===== src/stun_xor_mapped_address_parser_core_assert.svh =====
// assertion macros used by the stun xor-mapped-address parser core
`ifndef STUN_XOR_MAPPED_ADDRESS_PARSER_CORE_ASSERT_SVH
`define STUN_XOR_MAPPED_ADDRESS_PARSER_CORE_ASSERT_SVH

`ifndef ASSERT_OFF

// same-cycle implication
`define SXMA_ASSERT_IMP(lbl, ck, rs, ante, cons) \
  lbl: assert property (@(posedge ck) disable iff (rs) (ante) |-> (cons)) \
    else $error("sxma assertion failed");

// next-cycle implication
`define SXMA_ASSERT_NXT(lbl, ck, rs, ante, cons) \
  lbl: assert property (@(posedge ck) disable iff (rs) (ante) |=> (cons)) \
    else $error("sxma assertion failed");

`else

`define SXMA_ASSERT_IMP(lbl, ck, rs, ante, cons)
`define SXMA_ASSERT_NXT(lbl, ck, rs, ante, cons)

`endif

`endif


===== src/sxma_pkg.sv =====
// types and constants of the stun xor-mapped-address parser
package sxma_pkg;

  typedef struct packed {
    logic [7:0] data_byte;
    logic       last;
  } sxma_in_t;

  typedef struct packed {
    logic        found;
    logic        too_short;
    logic [31:0] mapped_ip;
    logic [15:0] mapped_port;
  } sxma_out_t;

  localparam int unsigned OFS_W = 17;

  localparam logic [OFS_W-1:0] HDR_BYTES = 17'd20;
  localparam logic [15:0]      XMA_TYPE  = 16'h0020;
  localparam logic [7:0]       FAMILY_V4 = 8'h01;
  localparam logic [31:0]      COOKIE    = 32'h2112A442;
  localparam logic [15:0]      MIN_XMA_LEN = 16'd8;

  // byte offsets inside one attribute
  localparam logic [OFS_W-1:0] REL_KIND_HI = 17'd0;
  localparam logic [OFS_W-1:0] REL_KIND_LO = 17'd1;
  localparam logic [OFS_W-1:0] REL_LEN_HI  = 17'd2;
  localparam logic [OFS_W-1:0] REL_LEN_LO  = 17'd3;
  localparam logic [OFS_W-1:0] REL_FAMILY  = 17'd5;
  localparam logic [OFS_W-1:0] REL_PORT_HI = 17'd6;
  localparam logic [OFS_W-1:0] REL_PORT_LO = 17'd7;
  localparam logic [OFS_W-1:0] REL_IP_0    = 17'd8;
  localparam logic [OFS_W-1:0] REL_IP_1    = 17'd9;
  localparam logic [OFS_W-1:0] REL_IP_2    = 17'd10;
  localparam logic [OFS_W-1:0] REL_IP_3    = 17'd11;
  localparam logic [OFS_W-1:0] ATTR_HDR    = 17'd4;

endpackage


===== src/sxma_walker.sv =====
// attribute walk state and per-byte update of the parser
module sxma_walker #(
  parameter int unsigned MAX_BYTES = 512
) (
  input  logic              clk,
  input  logic              rst,
  input  logic              take,
  input  sxma_pkg::sxma_in_t  item,
  output sxma_pkg::sxma_out_t result
);
  import sxma_pkg::*;

  localparam int unsigned PW = $clog2(MAX_BYTES + 1);

  logic [PW-1:0]    byte_position, byte_position_next;
  logic [OFS_W-1:0] attr_offset, attr_offset_next;
  logic [15:0]      attr_kind, attr_kind_next;
  logic [15:0]      attr_length, attr_length_next;
  logic [OFS_W-1:0] attr_span, attr_span_next;
  logic             match_done, match_done_next;
  logic             match_candidate, match_candidate_next;
  logic [31:0]      held_ip, held_ip_next;
  logic [15:0]      held_port, held_port_next;

  logic [OFS_W-1:0] pos_ext;
  logic [OFS_W-1:0] body_pos;
  logic [OFS_W-1:0] rel;
  logic             in_attr;
  logic             matched_now;
  logic [15:0]      len_new;
  logic [1:0]       pad;
  logic             short_msg;

  assign pos_ext  = OFS_W'(byte_position);
  assign body_pos = pos_ext - HDR_BYTES;
  assign rel      = body_pos - attr_offset;
  assign in_attr  = (pos_ext >= HDR_BYTES) && (body_pos >= attr_offset);
  assign len_new  = {attr_length[15:8], item.data_byte};
  assign pad      = 2'(2'd0 - len_new[1:0]);

  always_comb begin
    byte_position_next   = byte_position;
    attr_offset_next     = attr_offset;
    attr_kind_next       = attr_kind;
    attr_length_next     = attr_length;
    attr_span_next       = attr_span;
    match_done_next      = match_done;
    match_candidate_next = match_candidate;
    held_ip_next         = held_ip;
    held_port_next       = held_port;
    matched_now          = 1'b0;

    if (take && (byte_position < PW'(MAX_BYTES))) begin
      byte_position_next = byte_position + PW'(1);
      if (!match_done && in_attr) begin
        case (rel)
          REL_KIND_HI: attr_kind_next = {item.data_byte, 8'h00};
          REL_KIND_LO: attr_kind_next = {attr_kind[15:8], item.data_byte};
          REL_LEN_HI:  attr_length_next = {item.data_byte, 8'h00};
          REL_LEN_LO: begin
            attr_length_next = len_new;
            attr_span_next   = ATTR_HDR + OFS_W'(len_new) + OFS_W'(pad);
          end
          REL_FAMILY: match_candidate_next = (attr_kind == XMA_TYPE) &&
                                             (attr_length >= MIN_XMA_LEN) &&
                                             (item.data_byte == FAMILY_V4);
          REL_PORT_HI: held_port_next = {item.data_byte, 8'h00};
          REL_PORT_LO: held_port_next = {held_port[15:8], item.data_byte};
          REL_IP_0, REL_IP_1, REL_IP_2: held_ip_next = {held_ip[23:0], item.data_byte};
          REL_IP_3: begin
            held_ip_next = {held_ip[23:0], item.data_byte};
            if (match_candidate) begin
              matched_now     = 1'b1;
              match_done_next = 1'b1;
              held_ip_next    = {held_ip[23:0], item.data_byte} ^ COOKIE;
              held_port_next  = held_port ^ COOKIE[31:16];
            end
          end
          default: ;
        endcase

        // end of this attribute: move to the next one
        if (!matched_now && (rel >= REL_LEN_LO) &&
            ((18'(rel) + 18'd1) == 18'(attr_span_next))) begin
          attr_offset_next     = attr_offset + attr_span_next;
          match_candidate_next = 1'b0;
          held_ip_next         = '0;
          held_port_next       = '0;
        end
      end
    end

    short_msg = (OFS_W'(byte_position_next) < HDR_BYTES);
    result.found       = match_done_next;
    result.too_short   = short_msg;
    result.mapped_ip   = match_done_next ? held_ip_next : '0;
    result.mapped_port = match_done_next ? held_port_next : '0;

    // message ends: start fresh for the next one
    if (take && item.last) begin
      byte_position_next   = '0;
      attr_offset_next     = '0;
      attr_kind_next       = '0;
      attr_length_next     = '0;
      attr_span_next       = '0;
      match_done_next      = 1'b0;
      match_candidate_next = 1'b0;
      held_ip_next         = '0;
      held_port_next       = '0;
    end
  end

  always_ff @(posedge clk) begin
    if (rst) begin
      byte_position   <= '0;
      attr_offset     <= '0;
      attr_kind       <= '0;
      attr_length     <= '0;
      attr_span       <= '0;
      match_done      <= 1'b0;
      match_candidate <= 1'b0;
      held_ip         <= '0;
      held_port       <= '0;
    end else begin
      byte_position   <= byte_position_next;
      attr_offset     <= attr_offset_next;
      attr_kind       <= attr_kind_next;
      attr_length     <= attr_length_next;
      attr_span       <= attr_span_next;
      match_done      <= match_done_next;
      match_candidate <= match_candidate_next;
      held_ip         <= held_ip_next;
      held_port       <= held_port_next;
    end
  end

endmodule


===== src/stun_xor_mapped_address_parser_core.sv =====
// stun xor-mapped-address parser: usage
// in channel: one message byte per transfer (in_data.data_byte), with
//   in_data.last set on the final byte of the message.
// out channel: one transfer per message, issued for the byte marked last:
//   found, too_short, mapped_ip and mapped_port (zero when not found).
// the last byte, once accepted, sits in the input register; the result
//   register loads when that byte leaves the input register.
// throughput: one byte per cycle when not stalled; each byte makes a single
//   update of the attribute walk state between the input register and walker.
// bytes beyond MAX_BYTES of one message are dropped, but a last marker on
//   such a byte still produces the result.
// receiver stall: the result register holds its value; non-last bytes keep
//   flowing, and a last byte waits in the input register (stalling the
//   sender) only while the previous result has not been taken.
// reset: synchronous and active high; clears the walk state and empties the
//   input register and the result register, with no clearing pass afterwards.
module stun_xor_mapped_address_parser_core #(
  parameter int unsigned MAX_BYTES = 512
) (
  input  logic                clk,
  input  logic                rst,
  input  logic                in_valid,
  output logic                in_stall,
  input  sxma_pkg::sxma_in_t  in_data,
  output logic                out_valid,
  input  logic                out_stall,
  output sxma_pkg::sxma_out_t out_data
);
  import sxma_pkg::*;

  `include "stun_xor_mapped_address_parser_core_assert.svh"

  logic      stage_valid;
  sxma_in_t  stage;
  logic      out_free;
  logic      advance;
  logic      in_take;
  sxma_out_t walk_result;

  assign out_free = !out_valid || !out_stall;
  assign advance  = stage_valid && (!stage.last || out_free);
  assign in_stall = stage_valid && !advance;
  assign in_take  = in_valid && !in_stall;

  always_ff @(posedge clk) begin
    if (rst) begin
      stage_valid <= 1'b0;
    end else if (in_take) begin
      stage_valid <= 1'b1;
    end else if (advance) begin
      stage_valid <= 1'b0;
    end
  end

  always_ff @(posedge clk) begin
    if (in_take) begin
      stage <= in_data;
    end
  end

  sxma_walker #(
    .MAX_BYTES(MAX_BYTES)
  ) u_walker (
    .clk   (clk),
    .rst   (rst),
    .take  (advance),
    .item  (stage),
    .result(walk_result)
  );

  always_ff @(posedge clk) begin
    if (rst) begin
      out_valid <= 1'b0;
    end else if (advance && stage.last) begin
      out_valid <= 1'b1;
    end else if (!out_stall) begin
      out_valid <= 1'b0;
    end
  end

  always_ff @(posedge clk) begin
    if (advance && stage.last) begin
      out_data <= walk_result;
    end
  end

  `SXMA_ASSERT_IMP(a_body_no_stall, clk, rst, stage_valid && !stage.last, !in_stall)
  `SXMA_ASSERT_IMP(a_found_not_short, clk, rst, out_valid,
                   !(out_data.found && out_data.too_short))
  `SXMA_ASSERT_IMP(a_zero_when_absent, clk, rst, out_valid && !out_data.found,
                   (out_data.mapped_ip == '0) && (out_data.mapped_port == '0))
  `SXMA_ASSERT_NXT(a_stage_holds, clk, rst, stage_valid && in_stall,
                   stage_valid && $stable(stage))

endmodule


===== config.mk =====
export PLATFORM = sky130hd
export DESIGN_NAME = stun_xor_mapped_address_parser_core
export DESIGN_NICKNAME = d
export VERILOG_FILES = /design/src/sxma_pkg.sv /design/src/sxma_walker.sv /design/src/stun_xor_mapped_address_parser_core.sv
export VERILOG_INCLUDE_DIRS = /design/src /design/src/src
export SDC_FILE = /design/constraint.sdc
export NUM_CORES = 1
export LEC_CHECK = 0
export BUFFER_PORTS_ARGS = -buffer_cell sky130_fd_sc_hd__buf_2
export CORE_MARGIN = 8
export CORE_UTILIZATION = 57
export CTS_BUF_LIST = sky130_fd_sc_hd__clkbuf_4
export DETAILED_ROUTE_END_ITERATION = 6
export PLACE_DENSITY = 0.79
export SYNTH_ARGS = -nofsm -noshare
export SYNTH_HDL_FRONTEND = slang
export SYNTH_SLANG_ARGS = --single-unit
export TNS_END_PERCENT = 100

===== constraint.sdc =====
create_clock -name clk -period 6 [get_ports clk]
set_input_delay 0 -clock clk [delete_from_list [all_inputs] [get_ports clk]]
set_output_delay 0 -clock clk [all_outputs]
set_load 0.02 [all_outputs]

[Word-level counts from Yosys, hierarchy flattened]
Index checks and enable logic that the tools add are counted.
Storage, ports and cells
  register bits after elaboration: 187
  bits in latches: 0
  memory bits (writable): 0
  ROM bits: 0
  bits of input ports: 13
  output and inout bits: 52
  memories: 0
Cells by class
  add/sub/neg operators: 8
  $mul: 0
  div/mod/pow operators: 0
  $lt $le $gt $ge: 6
  eq/ne operators: 14
  shift-type cells: 0
  mux-type cells: 30
  bitwise operators: 4
  reductions and logical operators: 34
Operator list (count)
  2-to-1 mux 32 bit: 3
  == test 17 x 4 -> 1 bit, second input constant: 4
  one-hot mux 16 bit (2 select lines): 2
  one-hot mux 32 bit (2 select lines): 1
  == test 17 x 3 -> 1 bit, second input constant: 3
  2-to-1 mux 17 bit: 3
  2-to-1 mux 16 bit: 3
  one-hot mux 16 bit (3 select lines): 1
  == test 17 x 2 -> 1 bit, second input constant: 2
  2-to-1 mux 30 bit: 1
  adder 17 x 1 -> 18 bit, second input constant: 1
  == test 18 x 17 -> 1 bit: 1
  adder 17 bit: 1
  adder 17 x 2 -> 17 bit: 1
  adder 3 x 16 -> 17 bit, first input constant: 1
  == test 17 x 1 -> 1 bit, second input constant: 1
  greater-or-equal comparator 17 bit: 1
  greater-or-equal comparator 17 x 2 -> 1 bit, second input constant: 1
  logical NOT 17 bit: 1
  subtractor 17 bit: 1
  == test 16 x 6 -> 1 bit, second input constant: 1
  greater-or-equal comparator 16 x 4 -> 1 bit, second input constant: 1
  2-to-1 mux 1 bit: 14
  2-to-1 mux 14 bit: 1
  21 further kinds: 46

[Logic depth before layout (Yosys ltp)]
  depth after elaboration: 12
  gate-level depth with buffers: 32
  mapped depth without buffers: 29

[Cells and area by module]
Synthesis repeated with hierarchy kept, for this count alone.
Unflattened totals
  cells, all modules: 1240
  area, all modules: 10857.9 um2
By module, submodules not included
  sxma_walker: instances 1, cells an instance 1168, area each 8993.6 um2, seq. area each 2462.4 um2
  stun_xor_mapped_address_parser_core: instances 1, cells an instance 72, area each 1864.3 um2, seq. area each 1811.7 um2

[Worst setup path before layout]
Ideal clock, no wire load.
  path type: register to register
  start point: register u_walker.byte_position[2]
  end point: register u_walker.attr_offset[16]
  arrival time: 5.967 ns
  data required time: 5.928 ns
  slack: -0.039 ns
  stages on the path, launching flop included: 29
  path buffers: 1
  period minus slack after synthesis: 6.039 ns
  cells stage by stage: dfxtp_1 inv_1 ha_1 o21ai_0 nor2_1 xor2_1 ha_1 and2_1 o21ai_1 a211oi_1 a2111oi_2 a2111o_1 nor3_1 nand2_1 clkbuf_1 o21a_1 fa_1 nor2b_1 o21ai_0 a21boi_0 o21ai_0 a211oi_1 o31ai_1 o21ai_0 nand3_1 nand2_1 xnor2_1 nor4_1 mux2i_1
Between the ends
  cells in the longest elaborated chain, start to end: 10
  elaborated cells on any way between the ends: 24
RTL lines
  from (decl): line sxma_walker.sv:15  | logic [PW-1:0] byte_position, byte_position_next;
  from (signal assigned): line sxma_walker.sv:125  | byte_position <= byte_position_next;
  parallel branches: the longest is 10 deep, another holds subtractor 17 bit
  to (signal assigned): line sxma_walker.sv:126  | attr_offset <= attr_offset_next;
  to (decl): line sxma_walker.sv:16  | logic [OFS_W-1:0] attr_offset, attr_offset_next;
Several ways; the timed one is not identified. The select of a mux whose other input is x is not followed.
A chain may end at the register's enable or synchronous reset.

[Final worst setup path]
  start point: register u_walker.byte_position[2]
  end point: register u_walker.attr_offset[15]
The elaborated chain is that of the path after synthesis.

==> impl_metrics.py <==
metrics = {
    "status": {
        "status": "finished, final reports clean",
    },
    "sta": {
        "post-route-period-util": 0.944,
        "tightest_slew_ns": 1.03,
        "finalSetupTns_ns": 0,
        "setup_viol": 0,
        "drv_slew": 0,
        "max-slew-margin-rel": 0.312,
        "period_minus_slack_ns": 5.67,
        "clock_skew_ns": 0.0348,
        "hold_viol": 0,
        "fmax_ghz": 0.177,
        "whs_ns": 0.116,
    },
    "setup_path": {
        "cp-start-kind": "flip-flop",
        "cp.arrival_ns": 6.22,
        "regToRegSetupSlack_ns": 0.33,
        "critPathCaptureType": "flip-flop",
        "path_max_fanout": 5,
        "crit_type": "reg2reg",
        "required_ns": 6.55,
    },
    "synth": {
        "synthTopCellsByArea": "dfxtp_1 (24%), edfxtp_1 (17%), nor2_1 (5.6%)",
        "synthFlopType": "dfxtp_1",
        "syn_nets": 1242,
        "synthArstFlopShare": 0,
        "yosys.area.top_type": "dfxtp_1",
        "ys_types": 78,
        "netlist_instances": 1182,
        "avgSynthCellArea_um2": 8.80,
        "ys_ff_latch": 184,
        "ys_seq_area_frac": 0.411,
        "syn-cell-area_um2": 10400,
        "yosysMostFrequentCell": "nor2_1",
        "synth_top_area_frac": 0.240,
        "synth-edff-count": 59,
        "yosysWarnings": 0,
        "synth_common_cells": "nor2_1 (156), dfxtp_1 (125), nand2_1 (90)",
    },
    "clock_network": {
        "cts_buffers": 17,
        "root_buffer": "clkbuf_4",
        "cts_tree": "done",
        "clkSinkCount": 184,
        "clock_latency_ns": 0.60,
        "htreeDepth": 4,
        "clk_pin_slew_ns": 0.18,
        "cts_buffer_depth": 2,
    },
    "drt": {
        "vias": 9343,
        "dr.pass1.iters": 5,
        "routedWlPerCell_um": 17.9,
        "drt.antenna.violating_nets": 0,
        "vias_per_cell": 6.10,
        "drt_iter0_drc": 849,
        "route.detailed.drc": 0,
        "routed_wl_um": 27300,
    },
    "floorplan": {
        "die_x_um": 151,
        "rows": 49,
        "io_pins": 65,
        "core_um2": 18000,
        "initial_core_util": 0.579,
        "dieHeight_um": 151,
        "die_area_um2": 22800,
    },
    "layout": {
        "area_growth_syn_to_layout_pct": 14.4,
        "fin_nets": 1347,
        "layout-drive-gt1-share": 0.162,
    },
    "placed_design": {
        "port_buffers": 64,
        "dp_hpwl_um": 19900,
        "routabilityCongestion": 0.975,
    },
    "power": {
        "ir_drop_mv": 0.165,
        "powerDensity_nw_per_um2": 177,
        "power_leakage_nw": 4.69,
        "p_total_w": 0.00211,
    },
    "global_routing": {
        "grt_max_degree": 95,
        "antenna_found_initial": 1,
        "grt_pass1_vias": 8691,
        "track_usage": 0.239,
        "overflow": 0,
        "grt_pass1_wl_um": 43600,
    },
    "run": {
        "drv_cap": 0,
    },
    "min_path": {
        "min_path_type": "in2reg",
    },
}
[flip-flops by register name, indices dropped and copies added, names as in the netlist]
register                  flops
out_data                     50
u_walker.attr_length         13
u_walker.attr_span           17
u_walker.attr_offset         17
u_walker.held_ip             32
stage_valid                   1
out_valid                     1
stage                         9
u_walker.match_candidate      1
u_walker.attr_kind           16
u_walker.byte_position       10
u_walker.match_done           1
u_walker.held_port           16
[what timing repair did]
action | 4_1_cts | 5_1_grt
setup buffers | 0 | 1
pin swaps | 0 | 7
resized for setup | 2 | 25
endpoints found under the hold margin | 47 | 0
hold buffers | 13 | 0
endpoints found under the setup margin | 3 | 7
[power by group]
| group | total [W] | leakage, nW | switching [W] | internal [W] |
|---|---|---|---|---|
| logic | 0.0000882 | 2.89 | 0.0000602 | 0.0000280 |
| clock network | 0.000714 | 0.161 | 0.000483 | 0.000230 |
| registers | 0.00130 | 1.64 | 0.0000147 | 0.00129 |
[cell families after synthesis]
kind of cell / Yosys count / share of synthesized area
simple gates: 471 / 0.218
compound gates: 239 / 0.156
flops: 184 / 0.411
buf+inv: 116 / 0.0442
xor+xnor: 65 / 0.0547
mux: 60 / 0.0582
fa+ha+maj: 47 / 0.0580
[worst max-delay path, stage by stage (launching register included)]
cell	delay (ns)
dfxtp_2	0.37
inv_1	0.05
ha_1	0.24
o21ai_2	0.17
nor2_1	0.07
xor2_1	0.16
ha_1	0.36
o21a_1	0.21
a21oi_1	0.23
a211oi_2	0.14
or4_1	0.50
o311a_1	0.19
or3_4	0.44
nor3_4	0.21
a21o_1	0.11
ha_1	0.23
buf_4	0.15
a21oi_2	0.15
o21ai_0	0.12
a21oi_2	0.18
o21bai_1	0.12
a211oi_2	0.28
o21ai_2	0.14
a311o_1	0.28
a21oi_1	0.18
xnor2_1	0.13
nand2_1	0.06
mux2i_1	0.12
[per-stage QoR]
step / area, um2 / cells / utilization / worst slack [ns]
2_1_floorplan: 10400 / 1182 / - / 0.0533
3_3_place_gp: 11400 / 1483 / 0.634 / 0.210
3_5_place_dp: 11400 / 1483 / 0.634 / 0.00378
4_1_cts: 11800 / 1528 / 0.658 / -0.0144
5_1_grt: 11900 / 1531 / 0.663 / -0.0185
6_report: 11900 / 1531 / 0.663 / 0.334
[routing by layer]
metal / global-route usage / vias up / part of all wire
li1: - / 4477 / -
met5: 0 / - / 0
met2: 0.392 / 378 / 0.47
met4: 0.0698 / 0 / 0.020
met1: 0.312 / 4429 / 0.43
met3: 0.0505 / 59 / 0.079
[layout by cell type, fill, tap and decap left out, types with 8 or more instances in the layout]
cell type	instances
edfxtp_1	59
a211oi_1	14
and2_1	13
ha_1	45
or3_1	13
nand2_1	90
a21oi_1	46
xor2_1	22
buf_4	76
a22o_1	8
nor3_1	67
inv_1	47
buf_2	64
dlygate4sd3_1	13
dfxtp_1	123
o21ai_1	9
and3_1	21
a21o_1	14
xnor2_1	43
nor4_1	16
mux2i_1	56
clkbuf_4	17
o21ai_0	42
nor2_1	155
a22oi_1	25
o211ai_1	12
nand3_1	30
nand4_1	14
[cell type report]
class | instances | area (um2)
clock inverters | 15 | 174
repair buffers | 155 | 1060
clock buffers | 17 | 128
inverters | 47 | 176
diodes | 2 | 5.00
well taps | 229 | 287
fillers | 1420 | 6060
flip-flops and latches | 184 | 4280
multi-input cells | 882 | 5800
[final timing paths]
check                            startpoint                        to  cells past startpoint
setup reg to reg  u_walker.byte_position[2]  u_walker.attr_offset[15]                     27
hold reg to reg    u_walker.attr_offset[16]  u_walker.attr_offset[16]                      2
setup / recovery  u_walker.byte_position[2]  u_walker.attr_offset[15]                     27
hold / removal                   in_data[3]                  stage[3]                      2
(Power assumes the default switching activity.)
